## src/rtl/rsfp_pkg.sv

```systemverilog
// Package with shared constants and types for the running statistics frame publisher.
`default_nettype none
package rsfp_pkg;

  localparam int VALUE_BITS_DEF = 10;
  localparam int COUNT_BITS_DEF = 32;
  localparam int FRAME_BITS     = 32;
  localparam int TOTAL_BITS     = 32;
  localparam int INTERVAL_BITS  = 8;
  localparam logic [INTERVAL_BITS-1:0] INTERVAL_RESET = 8'd4;
  localparam int SNAP_DEPTH     = 4;

  typedef enum logic [0:0] {
    ST_IDLE,
    ST_DIVIDE
  } rsfp_state_t;

endpackage
`default_nettype wire

```

## src/rtl/rsfp_fifo.sv

```systemverilog
// Small register queue that carries frame snapshots from the front to the back.
`default_nettype none
module rsfp_fifo #(
  parameter int WIDTH = 8,
  parameter int DEPTH = 4
) (
  input  wire logic             clk,
  input  wire logic             rst,
  input  wire logic             wr_en,
  input  wire logic [WIDTH-1:0] wr_data,
  output logic                  full,
  input  wire logic             rd_en,
  output logic [WIDTH-1:0]      rd_data,
  output logic                  empty
);
  localparam int PTR_BITS = (DEPTH > 1) ? $clog2(DEPTH) : 1;
  localparam int CNT_BITS = $clog2(DEPTH + 1);

  logic [WIDTH-1:0]    mem [DEPTH];
  logic [PTR_BITS-1:0] wr_ptr;
  logic [PTR_BITS-1:0] rd_ptr;
  logic [CNT_BITS-1:0] fill;
  logic                do_wr;
  logic                do_rd;

  assign full    = (fill == CNT_BITS'(DEPTH));
  assign empty   = (fill == '0);
  assign do_wr   = wr_en && !full;
  assign do_rd   = rd_en && !empty;
  assign rd_data = mem[rd_ptr];

  always_ff @(posedge clk) begin
    if (rst) begin
      wr_ptr <= '0;
      rd_ptr <= '0;
      fill   <= '0;
    end else begin
      if (do_wr) begin
        wr_ptr <= (wr_ptr == PTR_BITS'(DEPTH - 1)) ? '0 : wr_ptr + PTR_BITS'(1);
      end
      if (do_rd) begin
        rd_ptr <= (rd_ptr == PTR_BITS'(DEPTH - 1)) ? '0 : rd_ptr + PTR_BITS'(1);
      end
      if (do_wr && !do_rd) begin
        fill <= fill + CNT_BITS'(1);
      end else if (do_rd && !do_wr) begin
        fill <= fill - CNT_BITS'(1);
      end
    end
  end

  always_ff @(posedge clk) begin
    if (do_wr) begin
      mem[wr_ptr] <= wr_data;
    end
  end

endmodule
`default_nettype wire

```

## src/rtl/rsfp_front.sv

```systemverilog
// Front end that folds each sample into the running statistics and queues frame snapshots.
`default_nettype none
module rsfp_front #(
  parameter int VALUE_BITS = rsfp_pkg::VALUE_BITS_DEF,
  parameter int COUNT_BITS = rsfp_pkg::COUNT_BITS_DEF,
  parameter int SNAP_BITS  = 8
) (
  input  wire logic                                clk,
  input  wire logic                                rst,
  input  wire logic                                interval_we,
  input  wire logic [rsfp_pkg::INTERVAL_BITS-1:0]  interval_data,
  input  wire logic                                push,
  input  wire logic [VALUE_BITS-1:0]               sample_value,
  input  wire logic                                snap_full,
  output logic                                     snap_push,
  output logic [SNAP_BITS-1:0]                     snap_data
);
  import rsfp_pkg::*;

  localparam int SUM_BITS = VALUE_BITS + COUNT_BITS;

  logic [INTERVAL_BITS-1:0] interval;
  logic [SUM_BITS-1:0]      sum;
  logic [SUM_BITS-1:0]      sum_next;
  logic [COUNT_BITS-1:0]    count;
  logic [COUNT_BITS-1:0]    count_next;
  logic [VALUE_BITS-1:0]    least;
  logic [VALUE_BITS-1:0]    least_next;
  logic [VALUE_BITS-1:0]    greatest;
  logic [VALUE_BITS-1:0]    greatest_next;
  logic [INTERVAL_BITS-1:0] since;
  logic [INTERVAL_BITS-1:0] since_next;
  logic [INTERVAL_BITS-1:0] since_plus;
  logic [FRAME_BITS-1:0]    frames;
  logic [FRAME_BITS-1:0]    frames_next;
  logic                     accept;
  logic                     fire;

  assign accept = push && !snap_full;

  always_comb begin
    sum_next      = sum;
    count_next    = count;
    least_next    = least;
    greatest_next = greatest;
    since_next    = since;
    frames_next   = frames;
    since_plus    = since + INTERVAL_BITS'(1);
    fire          = (since_plus >= interval);
    if (accept) begin
      if (count != {COUNT_BITS{1'b1}}) begin
        sum_next   = sum + SUM_BITS'(sample_value);
        count_next = count + COUNT_BITS'(1);
      end
      if (sample_value < least) begin
        least_next = sample_value;
      end
      if (sample_value > greatest) begin
        greatest_next = sample_value;
      end
      if (fire) begin
        since_next  = '0;
        frames_next = frames + FRAME_BITS'(1);
      end else begin
        since_next = since_plus;
      end
    end
  end

  assign snap_push = accept && fire;
  assign snap_data = {frames_next, count_next, sum_next, least_next, greatest_next};

  always_ff @(posedge clk) begin
    if (rst) begin
      interval <= INTERVAL_RESET;
      sum      <= '0;
      count    <= '0;
      least    <= '1;
      greatest <= '0;
      since    <= '0;
      frames   <= '0;
    end else begin
      if (interval_we) begin
        interval <= interval_data;
      end
      sum      <= sum_next;
      count    <= count_next;
      least    <= least_next;
      greatest <= greatest_next;
      since    <= since_next;
      frames   <= frames_next;
    end
  end

`ifndef ASSERT_OFF
  a_saturated_hold: assert property (@(posedge clk) disable iff (rst)
    (accept && count == {COUNT_BITS{1'b1}}) |=> (count == {COUNT_BITS{1'b1}} && $stable(sum)))
    else $error("saturated count or sum changed");
  a_min_le_max: assert property (@(posedge clk) disable iff (rst)
    accept |=> (least <= greatest))
    else $error("running minimum exceeds running maximum");
  a_no_push_full: assert property (@(posedge clk) disable iff (rst)
    snap_push |-> !snap_full)
    else $error("snapshot pushed into a full queue");
`endif

endmodule
`default_nettype wire

```

## src/rtl/rsfp_back.sv

```systemverilog
// Back end that divides each queued snapshot's sum by its count and holds the finished frame.
`default_nettype none
module rsfp_back #(
  parameter int VALUE_BITS = rsfp_pkg::VALUE_BITS_DEF,
  parameter int COUNT_BITS = rsfp_pkg::COUNT_BITS_DEF,
  parameter int SNAP_BITS  = 8
) (
  input  wire logic                             clk,
  input  wire logic                             rst,
  input  wire logic                             snap_empty,
  input  wire logic [SNAP_BITS-1:0]             snap_data,
  output logic                                  snap_pop,
  output logic                                  empty,
  input  wire logic                             pop,
  output logic [rsfp_pkg::FRAME_BITS-1:0]       frame_number,
  output logic [rsfp_pkg::TOTAL_BITS-1:0]       sample_total,
  output logic [VALUE_BITS-1:0]                 mean_value,
  output logic [VALUE_BITS-1:0]                 least_value,
  output logic [VALUE_BITS-1:0]                 greatest_value
);
  import rsfp_pkg::*;

  localparam int SUM_BITS  = VALUE_BITS + COUNT_BITS;
  localparam int IDX_BITS  = (VALUE_BITS > 1) ? $clog2(VALUE_BITS) : 1;
  localparam int MAX_LO    = 0;
  localparam int MIN_LO    = MAX_LO + VALUE_BITS;
  localparam int SUM_LO    = MIN_LO + VALUE_BITS;
  localparam int CNT_LO    = SUM_LO + SUM_BITS;
  localparam int FRM_LO    = CNT_LO + COUNT_BITS;

  rsfp_state_t           state;
  rsfp_state_t           state_next;
  logic [SUM_BITS-1:0]   rem;
  logic [COUNT_BITS-1:0] div;
  logic [VALUE_BITS-1:0] quo;
  logic [IDX_BITS-1:0]   idx;
  logic [FRAME_BITS-1:0] frm;
  logic [VALUE_BITS-1:0] lo;
  logic [VALUE_BITS-1:0] hi;
  logic                  out_valid;
  logic [SUM_BITS-1:0]   dshift;
  logic                  fits;
  logic [SUM_BITS-1:0]   rem_step;
  logic [VALUE_BITS-1:0] quo_step;
  logic                  out_free;
  logic                  step_en;
  logic                  done;

  assign out_free = !out_valid || pop;
  assign empty    = !out_valid;

  always_comb begin
    dshift        = SUM_BITS'(div) << idx;
    fits          = (rem >= dshift);
    rem_step      = fits ? (rem - dshift) : rem;
    quo_step      = quo;
    quo_step[idx] = fits;
  end

  always_comb begin
    state_next = state;
    snap_pop   = 1'b0;
    step_en    = 1'b0;
    done       = 1'b0;
    unique case (state)
      ST_IDLE: begin
        if (!snap_empty) begin
          snap_pop   = 1'b1;
          state_next = ST_DIVIDE;
        end
      end
      ST_DIVIDE: begin
        if (idx != '0) begin
          step_en = 1'b1;
        end else if (out_free) begin
          step_en    = 1'b1;
          done       = 1'b1;
          state_next = ST_IDLE;
        end
      end
      default: begin
        state_next = ST_IDLE;
      end
    endcase
  end

  always_ff @(posedge clk) begin
    if (rst) begin
      state     <= ST_IDLE;
      out_valid <= 1'b0;
    end else begin
      state <= state_next;
      if (done) begin
        out_valid <= 1'b1;
      end else if (pop) begin
        out_valid <= 1'b0;
      end
    end
  end

  always_ff @(posedge clk) begin
    if (snap_pop) begin
      frm <= snap_data[FRM_LO +: FRAME_BITS];
      div <= snap_data[CNT_LO +: COUNT_BITS];
      rem <= snap_data[SUM_LO +: SUM_BITS];
      lo  <= snap_data[MIN_LO +: VALUE_BITS];
      hi  <= snap_data[MAX_LO +: VALUE_BITS];
      quo <= '0;
      idx <= IDX_BITS'(VALUE_BITS - 1);
    end else if (step_en) begin
      rem <= rem_step;
      quo <= quo_step;
      idx <= idx - IDX_BITS'(1);
    end
    if (done) begin
      frame_number   <= frm;
      sample_total   <= TOTAL_BITS'(div);
      mean_value     <= (div == '0) ? '0 : quo_step;
      least_value    <= lo;
      greatest_value <= hi;
    end
  end

`ifndef ASSERT_OFF
  a_done_loads: assert property (@(posedge clk) disable iff (rst)
    done |=> (out_valid && state == ST_IDLE))
    else $error("finished division did not load the result");
  a_mean_in_range: assert property (@(posedge clk) disable iff (rst)
    (out_valid && sample_total != '0) |->
      (mean_value >= least_value && mean_value <= greatest_value))
    else $error("mean lies outside the minimum to maximum range");
  a_pop_nonempty: assert property (@(posedge clk) disable iff (rst)
    snap_pop |-> (!snap_empty && state == ST_IDLE))
    else $error("snapshot taken from an empty queue or while busy");
`endif

endmodule
`default_nettype wire

```

## src/rtl/running_stats_frame_publisher.sv

```systemverilog
// A closing sample queues a snapshot that the back end then pops, divides and registers.
// Throughput: one sample per cycle while full is low; the divider in the back end works on
// one frame at a time, and a four-entry snapshot queue absorbs bursts of frames.
// Full rises only when that queue fills, as frames outpace the divider and the pop side.
// Reset (synchronous, active high) clears sum, count, maximum and frame number, sets the
// minimum to all ones, sets frame_interval to 4 and empties the queue and result register.
`default_nettype none
module running_stats_frame_publisher #(
  parameter int VALUE_BITS = rsfp_pkg::VALUE_BITS_DEF,
  parameter int COUNT_BITS = rsfp_pkg::COUNT_BITS_DEF
) (
  input  wire logic                                clk,
  input  wire logic                                rst,
  input  wire logic                                frame_interval_we,
  input  wire logic [rsfp_pkg::INTERVAL_BITS-1:0]  frame_interval,
  input  wire logic                                push,
  output logic                                     full,
  input  wire logic [VALUE_BITS-1:0]               sample_value,
  output logic                                     empty,
  input  wire logic                                pop,
  output logic [rsfp_pkg::FRAME_BITS-1:0]          frame_number,
  output logic [rsfp_pkg::TOTAL_BITS-1:0]          sample_total,
  output logic [VALUE_BITS-1:0]                    mean_value,
  output logic [VALUE_BITS-1:0]                    least_value,
  output logic [VALUE_BITS-1:0]                    greatest_value
);
  import rsfp_pkg::*;

  localparam int SNAP_BITS = FRAME_BITS + COUNT_BITS + (VALUE_BITS + COUNT_BITS)
                             + 2 * VALUE_BITS;

  logic                 snap_push;
  logic [SNAP_BITS-1:0] snap_wdata;
  logic                 snap_full;
  logic                 snap_pop;
  logic [SNAP_BITS-1:0] snap_rdata;
  logic                 snap_empty;

  assign full = snap_full;

  rsfp_front #(
    .VALUE_BITS (VALUE_BITS),
    .COUNT_BITS (COUNT_BITS),
    .SNAP_BITS  (SNAP_BITS)
  ) u_front (
    .clk           (clk),
    .rst           (rst),
    .interval_we   (frame_interval_we),
    .interval_data (frame_interval),
    .push          (push),
    .sample_value  (sample_value),
    .snap_full     (snap_full),
    .snap_push     (snap_push),
    .snap_data     (snap_wdata)
  );

  rsfp_fifo #(
    .WIDTH (SNAP_BITS),
    .DEPTH (SNAP_DEPTH)
  ) u_fifo (
    .clk     (clk),
    .rst     (rst),
    .wr_en   (snap_push),
    .wr_data (snap_wdata),
    .full    (snap_full),
    .rd_en   (snap_pop),
    .rd_data (snap_rdata),
    .empty   (snap_empty)
  );

  rsfp_back #(
    .VALUE_BITS (VALUE_BITS),
    .COUNT_BITS (COUNT_BITS),
    .SNAP_BITS  (SNAP_BITS)
  ) u_back (
    .clk            (clk),
    .rst            (rst),
    .snap_empty     (snap_empty),
    .snap_data      (snap_rdata),
    .snap_pop       (snap_pop),
    .empty          (empty),
    .pop            (pop),
    .frame_number   (frame_number),
    .sample_total   (sample_total),
    .mean_value     (mean_value),
    .least_value    (least_value),
    .greatest_value (greatest_value)
  );

endmodule
`default_nettype wire

```

## config.mk

```make
export PLATFORM = sky130hd
export DESIGN_NAME = running_stats_frame_publisher
export DESIGN_NICKNAME = d
export VERILOG_FILES = /design/src/rtl/rsfp_pkg.sv /design/src/rtl/rsfp_fifo.sv /design/src/rtl/rsfp_front.sv /design/src/rtl/rsfp_back.sv /design/src/rtl/running_stats_frame_publisher.sv
export SDC_FILE = /design/constraint.sdc
export NUM_CORES = 1
export LEC_CHECK = 0
export BUFFER_PORTS_ARGS = -buffer_cell sky130_fd_sc_hd__buf_2
export CAP_MARGIN = 25
export CORE_MARGIN = 3
export CORE_UTILIZATION = 30
export CTS_BUF_LIST = sky130_fd_sc_hd__clkbuf_4
export DETAILED_ROUTE_END_ITERATION = 10
export REMOVE_ABC_BUFFERS = 1
export SYNTH_ARGS = -nofsm -noshare
export SYNTH_HDL_FRONTEND = slang
export SYNTH_SLANG_ARGS = --single-unit
export TNS_END_PERCENT = 10
```

## constraint.sdc

```tcl
create_clock -name clk -period 8.25 [get_ports clk]
set_input_delay 1.65 -clock clk [delete_from_list [all_inputs] [get_ports clk]]
set_output_delay 1.65 -clock clk [all_outputs]
set_load 0.02 [all_outputs]
```

**Yosys cells after proc, flatten, opt, wreduce, memory -nomap -nowiden**

Memory sizes are Yosys's and may differ from the RTL's. A register that Yosys moved wholly into a read port is not among the register bits.
Cells that the tools add are included.

- Bits in registers: 385
- RAM bits: 504
- Word-level logic and storage cells: 105
- Memories: 1

Memory list:

| name | words | bits a word | read ports | clocked after memory_dff | write ports | RTL line | source |
|---|---|---|---|---|---|---|---|
| u_fifo.mem | 4 | 126 | 1 | 1 | 1 | rsfp_fifo.sv:19 | `logic [WIDTH-1:0] mem [DEPTH];` |

- Add/sub/neg operators: 10
- $lt $le $gt $ge: 6
- Equality and inequality tests: 4
- Shift operators: 1
- Muxes and demuxes: 37
- Bitwise logic cells: 1
- Reductions and logical operators: 21

Operator list:

| cell | count |
|---|---|
| 42-bit 2-to-1 mux | 5 |
| 32-bit 2-to-1 mux | 4 |
| 32-bit by 1-bit adder with 32-bit output, second input constant | 2 |
| 42-bit by 10-bit adder with 42-bit output | 1 |
| 42-bit greater-or-equal comparator | 1 |
| 32-bit by 4-bit left shift with 42-bit output | 1 |
| 42-bit subtractor | 1 |
| 10-bit 2-to-1 mux | 4 |
| 32-bit logical NOT | 1 |
| 32-bit != test, second input constant | 1 |
| 1-bit 2-to-1 mux | 14 |
| 10-bit bitwise mux | 1 |
| 10-bit > comparator | 1 |
| 10-bit less-than comparator | 1 |
| 8-bit by 1-bit adder with 8-bit output, second input constant | 1 |
| 8-bit greater-or-equal comparator | 1 |
| 2-bit 2-to-1 mux | 4 |
| 8-bit 2-to-1 mux | 1 |
| 2-bit nonzero test | 4 |
| 1-bit logical AND | 7 |
| 3-bit 2-to-1 mux | 2 |
| 1-bit logical NOT | 5 |
| 4-bit by 5-bit less-than comparator with 1-bit output, second input constant | 1 |
| 2-bit by 1-bit adder with 2-bit output, second input constant | 2 |
| other kinds (13) | 14 |

**Logic depth before layout (Yosys ltp)**

- Depth after elaboration: 9
- Mapped depth: 20
- Gate-level depth less buffers: 15

**Modules after synthesis**

From an unflattened synthesis, not the netlist that was laid out.

- Cell total of the unflattened synthesis: 2660
- Area, all modules: 38817.2 um2

Modules (own cells, without submodules):

| module | instances | cells an instance | area each (um2) | sequential area each (um2) |
|---|---|---|---|---|
| rsfp_fifo | 1 | 708 | 18614.1 | 15314.7 |
| rsfp_back | 1 | 996 | 12109.1 | 6926.6 |
| rsfp_front | 1 | 956 | 8094.0 | 2842.7 |

**Worst setup path before layout**

OpenSTA, ideal clock, no wires.

- Path type: reg-to-reg
- Start: register u_back.idx[0]
- End: register u_back.rem[0] (enable)
- Data arrival time: 6.612 ns
- Data required time: 7.750 ns
- Slack: 1.139 ns
- Cell stages (with the launch flop): 18
- Path buffers: 4
- Clock period less this slack: 7.111 ns
- Cells stage by stage: dfxtp_1 > clkbuf_1 > buf_1 > clkbuf_1 > mux2i_1 > nor3_1 > a21oi_1 > or2_2 > ha_1 > clkbuf_1 > nor2_1 > nor4_1 > a211oi_1 > a21oi_2 > a21boi_2 > nor4_1 > nor3_1 > o21ai_0

- Longest elaborated chain between the ends: 5

RTL lines:

| item | RTL line | source |
|---|---|---|
| start, declared | rsfp_back.sv:36 | `logic [IDX_BITS-1:0] idx;` |
| start signal, assigned | rsfp_back.sv:109 | `idx <= IDX_BITS'(VALUE_BITS - 1);` |
| start signal, assigned | rsfp_back.sv:113 | `idx <= idx - IDX_BITS'(1);` |
| branches (longest 4 deep; another with 42-bit greater-or-equal comparator) | - |  |
| 2-bit AND reduction (no line) (*) | - |  |
| end signal, assigned | rsfp_back.sv:105 | `rem <= snap_data[SUM_LO +: SUM_BITS];` |
| end signal, assigned | rsfp_back.sv:111 | `rem <= rem_step;` |
| end, declared | rsfp_back.sv:33 | `logic [SUM_BITS-1:0] rem;` |

Mark *: on every way between the ends.
A chain may end at the register's enable or synchronous reset.

**Worst setup path in the final report**

- Start: register u_back.idx[2]
- End: register u_back.rem[8] (enable)

The elaborated chain is that of the path after synthesis.

==> metrics.txt <==
# TYPE chip_impl_metric gauge
chip_impl_info{name="hold_start",value="u_back.frm[8]"} 1
chip_impl_metric{name="setup-violations-final",unit=""} 0
chip_impl_metric{name="vias_per_cell",unit=""} 4.77
chip_impl_info{name="regToRegStartpoint",value="u_back.idx[2]"} 1
chip_impl_metric{name="grt_antenna_before_repair",unit=""} 14
chip_impl_info{name="tritoncts",value="yes"} 1
chip_impl_info{name="clock-root-buffer",value="clkbuf_4"} 1
chip_impl_metric{name="synthDominantCellAreaShare",unit=""} 0.571
chip_impl_metric{name="timing.clock.skew",unit="ns"} 0.109
chip_impl_metric{name="async_flop_share",unit=""} 0
chip_impl_metric{name="slew_violations",unit=""} 0
chip_impl_metric{name="largest_net_degree_at_the_start_of_global_routing",unit=""} 105
chip_impl_metric{name="finalHoldViolations",unit=""} 0
chip_impl_info{name="unrepaired_setup_endpoints_after_global_routing",value="no"} 1
chip_impl_metric{name="core_region_area",unit="mm2"} 0.126
chip_impl_metric{name="timing.hold.worst_path_depth",unit=""} 0
chip_impl_info{name="layout_commonest_cell",value="edfxtp_1"} 1
chip_impl_metric{name="drt-pass1-iter-count",unit=""} 5
chip_impl_info{name="critical_path.reg2reg.endpoint",value="u_back.rem[8]"} 1
chip_impl_metric{name="timing.final.crit_period",unit="ns"} 5.24
chip_impl_metric{name="clock.fmax",unit="MHz"} 191
chip_impl_metric{name="ios",unit=""} 119
chip_impl_metric{name="place_congestion",unit=""} 0.857
chip_impl_metric{name="largest_fanout_on_the_critical_path",unit=""} 42
chip_impl_metric{name="floorplan.initialDensity",unit=""} 0.303
chip_impl_metric{name="worst_ep_arrival_time",unit="ns"} 5.88
chip_impl_metric{name="powerDensity",unit="mW/mm2"} 358
chip_impl_metric{name="count_of_max_cap_constraint_violations",unit=""} 0
chip_impl_metric{name="post_synth.cell_area_avg",unit="um2"} 14.8
chip_impl_metric{name="first_global_vias",unit=""} 22600
chip_impl_metric{name="layout-drive-gt1-share",unit=""} 0.233
chip_impl_metric{name="grt_residual_overflow",unit=""} 0
chip_impl_metric{name="floorplan.die.height",unit="um"} 362
chip_impl_metric{name="insertion_delay",unit="ns"} 1.09
chip_impl_metric{name="postRouteWirelength",unit="mm"} 86.6
chip_impl_info{name="timing.setup.critical_path_class",value="reg2reg"} 1
chip_impl_metric{name="groute.usage.overall",unit=""} 0.131
chip_impl_metric{name="seq_cell_area",unit="mm2"} 0.0251
chip_impl_metric{name="r2r.worst_path.cells",unit=""} 15
chip_impl_info{name="result_of_the_run",value="completed"} 1
chip_impl_metric{name="post_cts_resized",unit=""} 0
chip_impl_metric{name="cts_sinks",unit=""} 891
chip_impl_metric{name="avgRoutedWirePerCell",unit="um"} 18.6
chip_impl_info{name="worst_setup_path_end_kind",value="flop"} 1
chip_impl_metric{name="cts_made_buffers",unit=""} 216
chip_impl_info{name="synth.top_cells.by_area",value="edfxtp_1 57%, dfxtp_1 8.8%, mux4_2 8.7%"} 1
chip_impl_metric{name="clock_tree.htree_level_count",unit=""} 4
chip_impl_metric{name="layout_worst_path_cycle_share",unit=""} 0.635
chip_impl_metric{name="placement_rows",unit=""} 130
chip_impl_metric{name="worst_ir_drop_vdd",unit="V"} 0.000199
chip_impl_metric{name="worst_slew_pin_slew",unit="ns"} 0.968
chip_impl_metric{name="synth.yosys.seq_area_share",unit=""} 0.659
chip_impl_info{name="most-common-layout-cells",value="724 x edfxtp_1, 296 x clkbuf_4, 189 x nand2_1, 163 x dfxtp_1, 147 x mux4_2"} 1
chip_impl_metric{name="hpwl",unit="mm"} 54.6
chip_impl_metric{name="synth.cell_area",unit="mm2"} 0.0381
chip_impl_metric{name="die_outline_area",unit="mm2"} 0.131
chip_impl_metric{name="route.vias.total",unit=""} 22200
chip_impl_metric{name="synth_cell_types",unit=""} 78
chip_impl_info{name="worst_hold_path.endpoint",value="u_back.frame_number[8]"} 1
chip_impl_metric{name="cts.repair_timing.setup_buffer_count",unit=""} 0
chip_impl_metric{name="design.final.nets",unit=""} 2925
chip_impl_metric{name="maximum_buffer_depth_of_the_clock_tree",unit=""} 3
chip_impl_metric{name="synthesis_to_finish_area_growth",unit="%"} 13.9
chip_impl_info{name="min-delay-path-class",value="reg2reg"} 1
chip_impl_metric{name="place_area",unit="mm2"} 0.0405
chip_impl_metric{name="place.port_buffers",unit=""} 118
chip_impl_metric{name="wire_length_of_the_first_global_routing_pass",unit="mm"} 133
chip_impl_metric{name="reg2reg_setup_slack",unit="ns"} 3.01
chip_impl_metric{name="first_iter_violations",unit=""} 1648
chip_impl_metric{name="multi_input_logic_area",unit="mm2"} 0.0123
chip_impl_metric{name="timing.setup.tns",unit="ns"} 0
chip_impl_metric{name="ctsHoldBuffers",unit=""} 0
chip_impl_info{name="postSynth.topFlopCell",value="edfxtp_1"} 1
chip_impl_info{name="synth_largest_area_cell",value="edfxtp_1"} 1
chip_impl_metric{name="clkTransAtPathRegs",unit="ns"} 0.07
chip_impl_metric{name="die_width",unit="um"} 362
chip_impl_metric{name="cp.required",unit="ns"} 8.89
chip_impl_metric{name="route.detailed.drc",unit=""} 0
chip_impl_metric{name="yosys_register_bits",unit=""} 891
chip_impl_metric{name="finish.instance_area",unit="mm2"} 0.0434
chip_impl_metric{name="synth-edff-count",unit=""} 724
chip_impl_metric{name="final.fill_count",unit=""} 12200
chip_impl_metric{name="slew_headroom",unit=""} 0.355
chip_impl_metric{name="power_leakage",unit="nW"} 15.4
chip_impl_metric{name="ys_warn_count",unit=""} 0
chip_impl_metric{name="detail-route-antenna-nets",unit=""} 0
chip_impl_metric{name="instance_count_of_the_mapped_netlist",unit=""} 2564
chip_impl_info{name="worstSetupStartpointType",value="flop"} 1
==> cells in the mapped netlist, drive strengths merged (71+ instances only) <==
master and number:
nor2 108, edfxtp 724, nand2 189, xor2 72
xnor2 77, o21ai 99, mux4 147, ha 92
and2 136, dfxtp 167, clkbuf 71, a21oi 118
==> through the flow <==
step / hold WS (ns) / instances / total power [mW] / worst slack, ns / utilization
2_1_floorplan: 0.400 / 2450 / 10.5 / 0.559 / -
3_3_place_gp: 0.403 / 4238 / 12.0 / 3.10 / 0.322
3_5_place_dp: 0.405 / 4238 / 12.0 / 3.13 / 0.322
4_1_cts: 0.382 / 4643 / 15.7 / 3.05 / 0.345
5_1_grt: 0.412 / 4648 / 16.6 / 2.56 / 0.345
6_report: 0.393 / 4648 / 15.5 / 3.01 / 0.345
==> report_power, final <==
| group | total [mW] | internal, mW | leakage [nW] | switching (mW) |
|---|---|---|---|---|
| combinational | 5.80 | 2.29 | 5.51 | 3.50 |
| sequential | 6.13 | 5.69 | 8.28 | 0.437 |
| clock | 3.58 | 1.77 | 1.66 | 1.81 |
==> critical path, cell delays in order (launching register included) <==
cell,delay (ns)
dfxtp_1,0.74
inv_2,0.49
nor3_1,0.28
a21oi_1,0.10
mux2_2,0.33
ha_1,0.38
nand4_1,0.19
nor4_1,0.51
a211oi_1,0.17
a21oi_2,0.29
a21boi_2,0.11
nor4_1,0.33
nor3_1,0.08
buf_4,0.20
o21ai_4,0.12
buf_4,0.48
==> worst max-delay path by stage <==
stage	start	end	slack, ns
4_1_cts	u_back.idx[0]	u_back.rem[29]	3.05
5_1_grt	u_back.idx[0]	u_back.rem[29]	2.56
6_report	u_back.idx[2]	u_back.rem[8]	3.01
3_5_place_dp	u_back.idx[0]	u_back.rem[9]	3.13
3_3_place_gp	u_back.idx[1]	u_back.rem[10]	3.10
2_1_floorplan	u_back.idx[0]	u_back.rem[0]	0.56
==> kinds of logic (layout without fill, tap and decap cells) <==
logic type      after synthesis  count (layout)  share of synthesized area
compound gates              346             346                     0.0567
xor+xnor                    149             149                     0.0345
fa+ha+maj                    95              95                     0.0318
buf+inv                     177             607                     0.0183
flops                       891             891                      0.659
mux                         208             208                      0.104
other cells                   0               4                          0
simple gates                698             698                     0.0957
==> sequential cells by signal, indices dropped and copies added (netlist names), 3 cells and up, named ones only <==
| register | count |
|---|---|
| u_back.frame_number | 32 |
| u_front.frames | 32 |
| u_back.quo | 10 |
| u_back.frm | 32 |
| u_back.idx | 4 |
| u_fifo.mem | 504 |
| u_back.rem | 42 |
| u_back.greatest_value | 10 |
| u_front.sum | 42 |
| u_front.least | 10 |
| u_back.lo | 10 |
| u_front.count | 32 |
| u_back.div | 32 |
| u_back.hi | 10 |
| u_front.since | 8 |
| u_back.least_value | 10 |
| u_fifo.fill | 3 |
| u_front.interval | 8 |
| u_back.mean_value | 10 |
| u_back.sample_total | 32 |
| u_front.greatest | 10 |
==> cell type report <==
type | instances | area share
clock inverter | 109 | 0.0137
timing repair buffer | 139 | 0.0192
multi-input combinational | 1496 | 0.284
antenna | 4 | 0.000231
sequential | 891 | 0.579
tap | 1650 | 0.0476
clock buffer | 296 | 0.0512
inverter | 63 | 0.00566
==> metal layers <==
metal / track usage / share of wire
met1: 0.177 / 0.46
met2: 0.210 / 0.48
met4: 0.0415 / 0.013
met5: 0 / 0.00023
met3: 0.0292 / 0.043
Power figures use the tool's default switching activity.
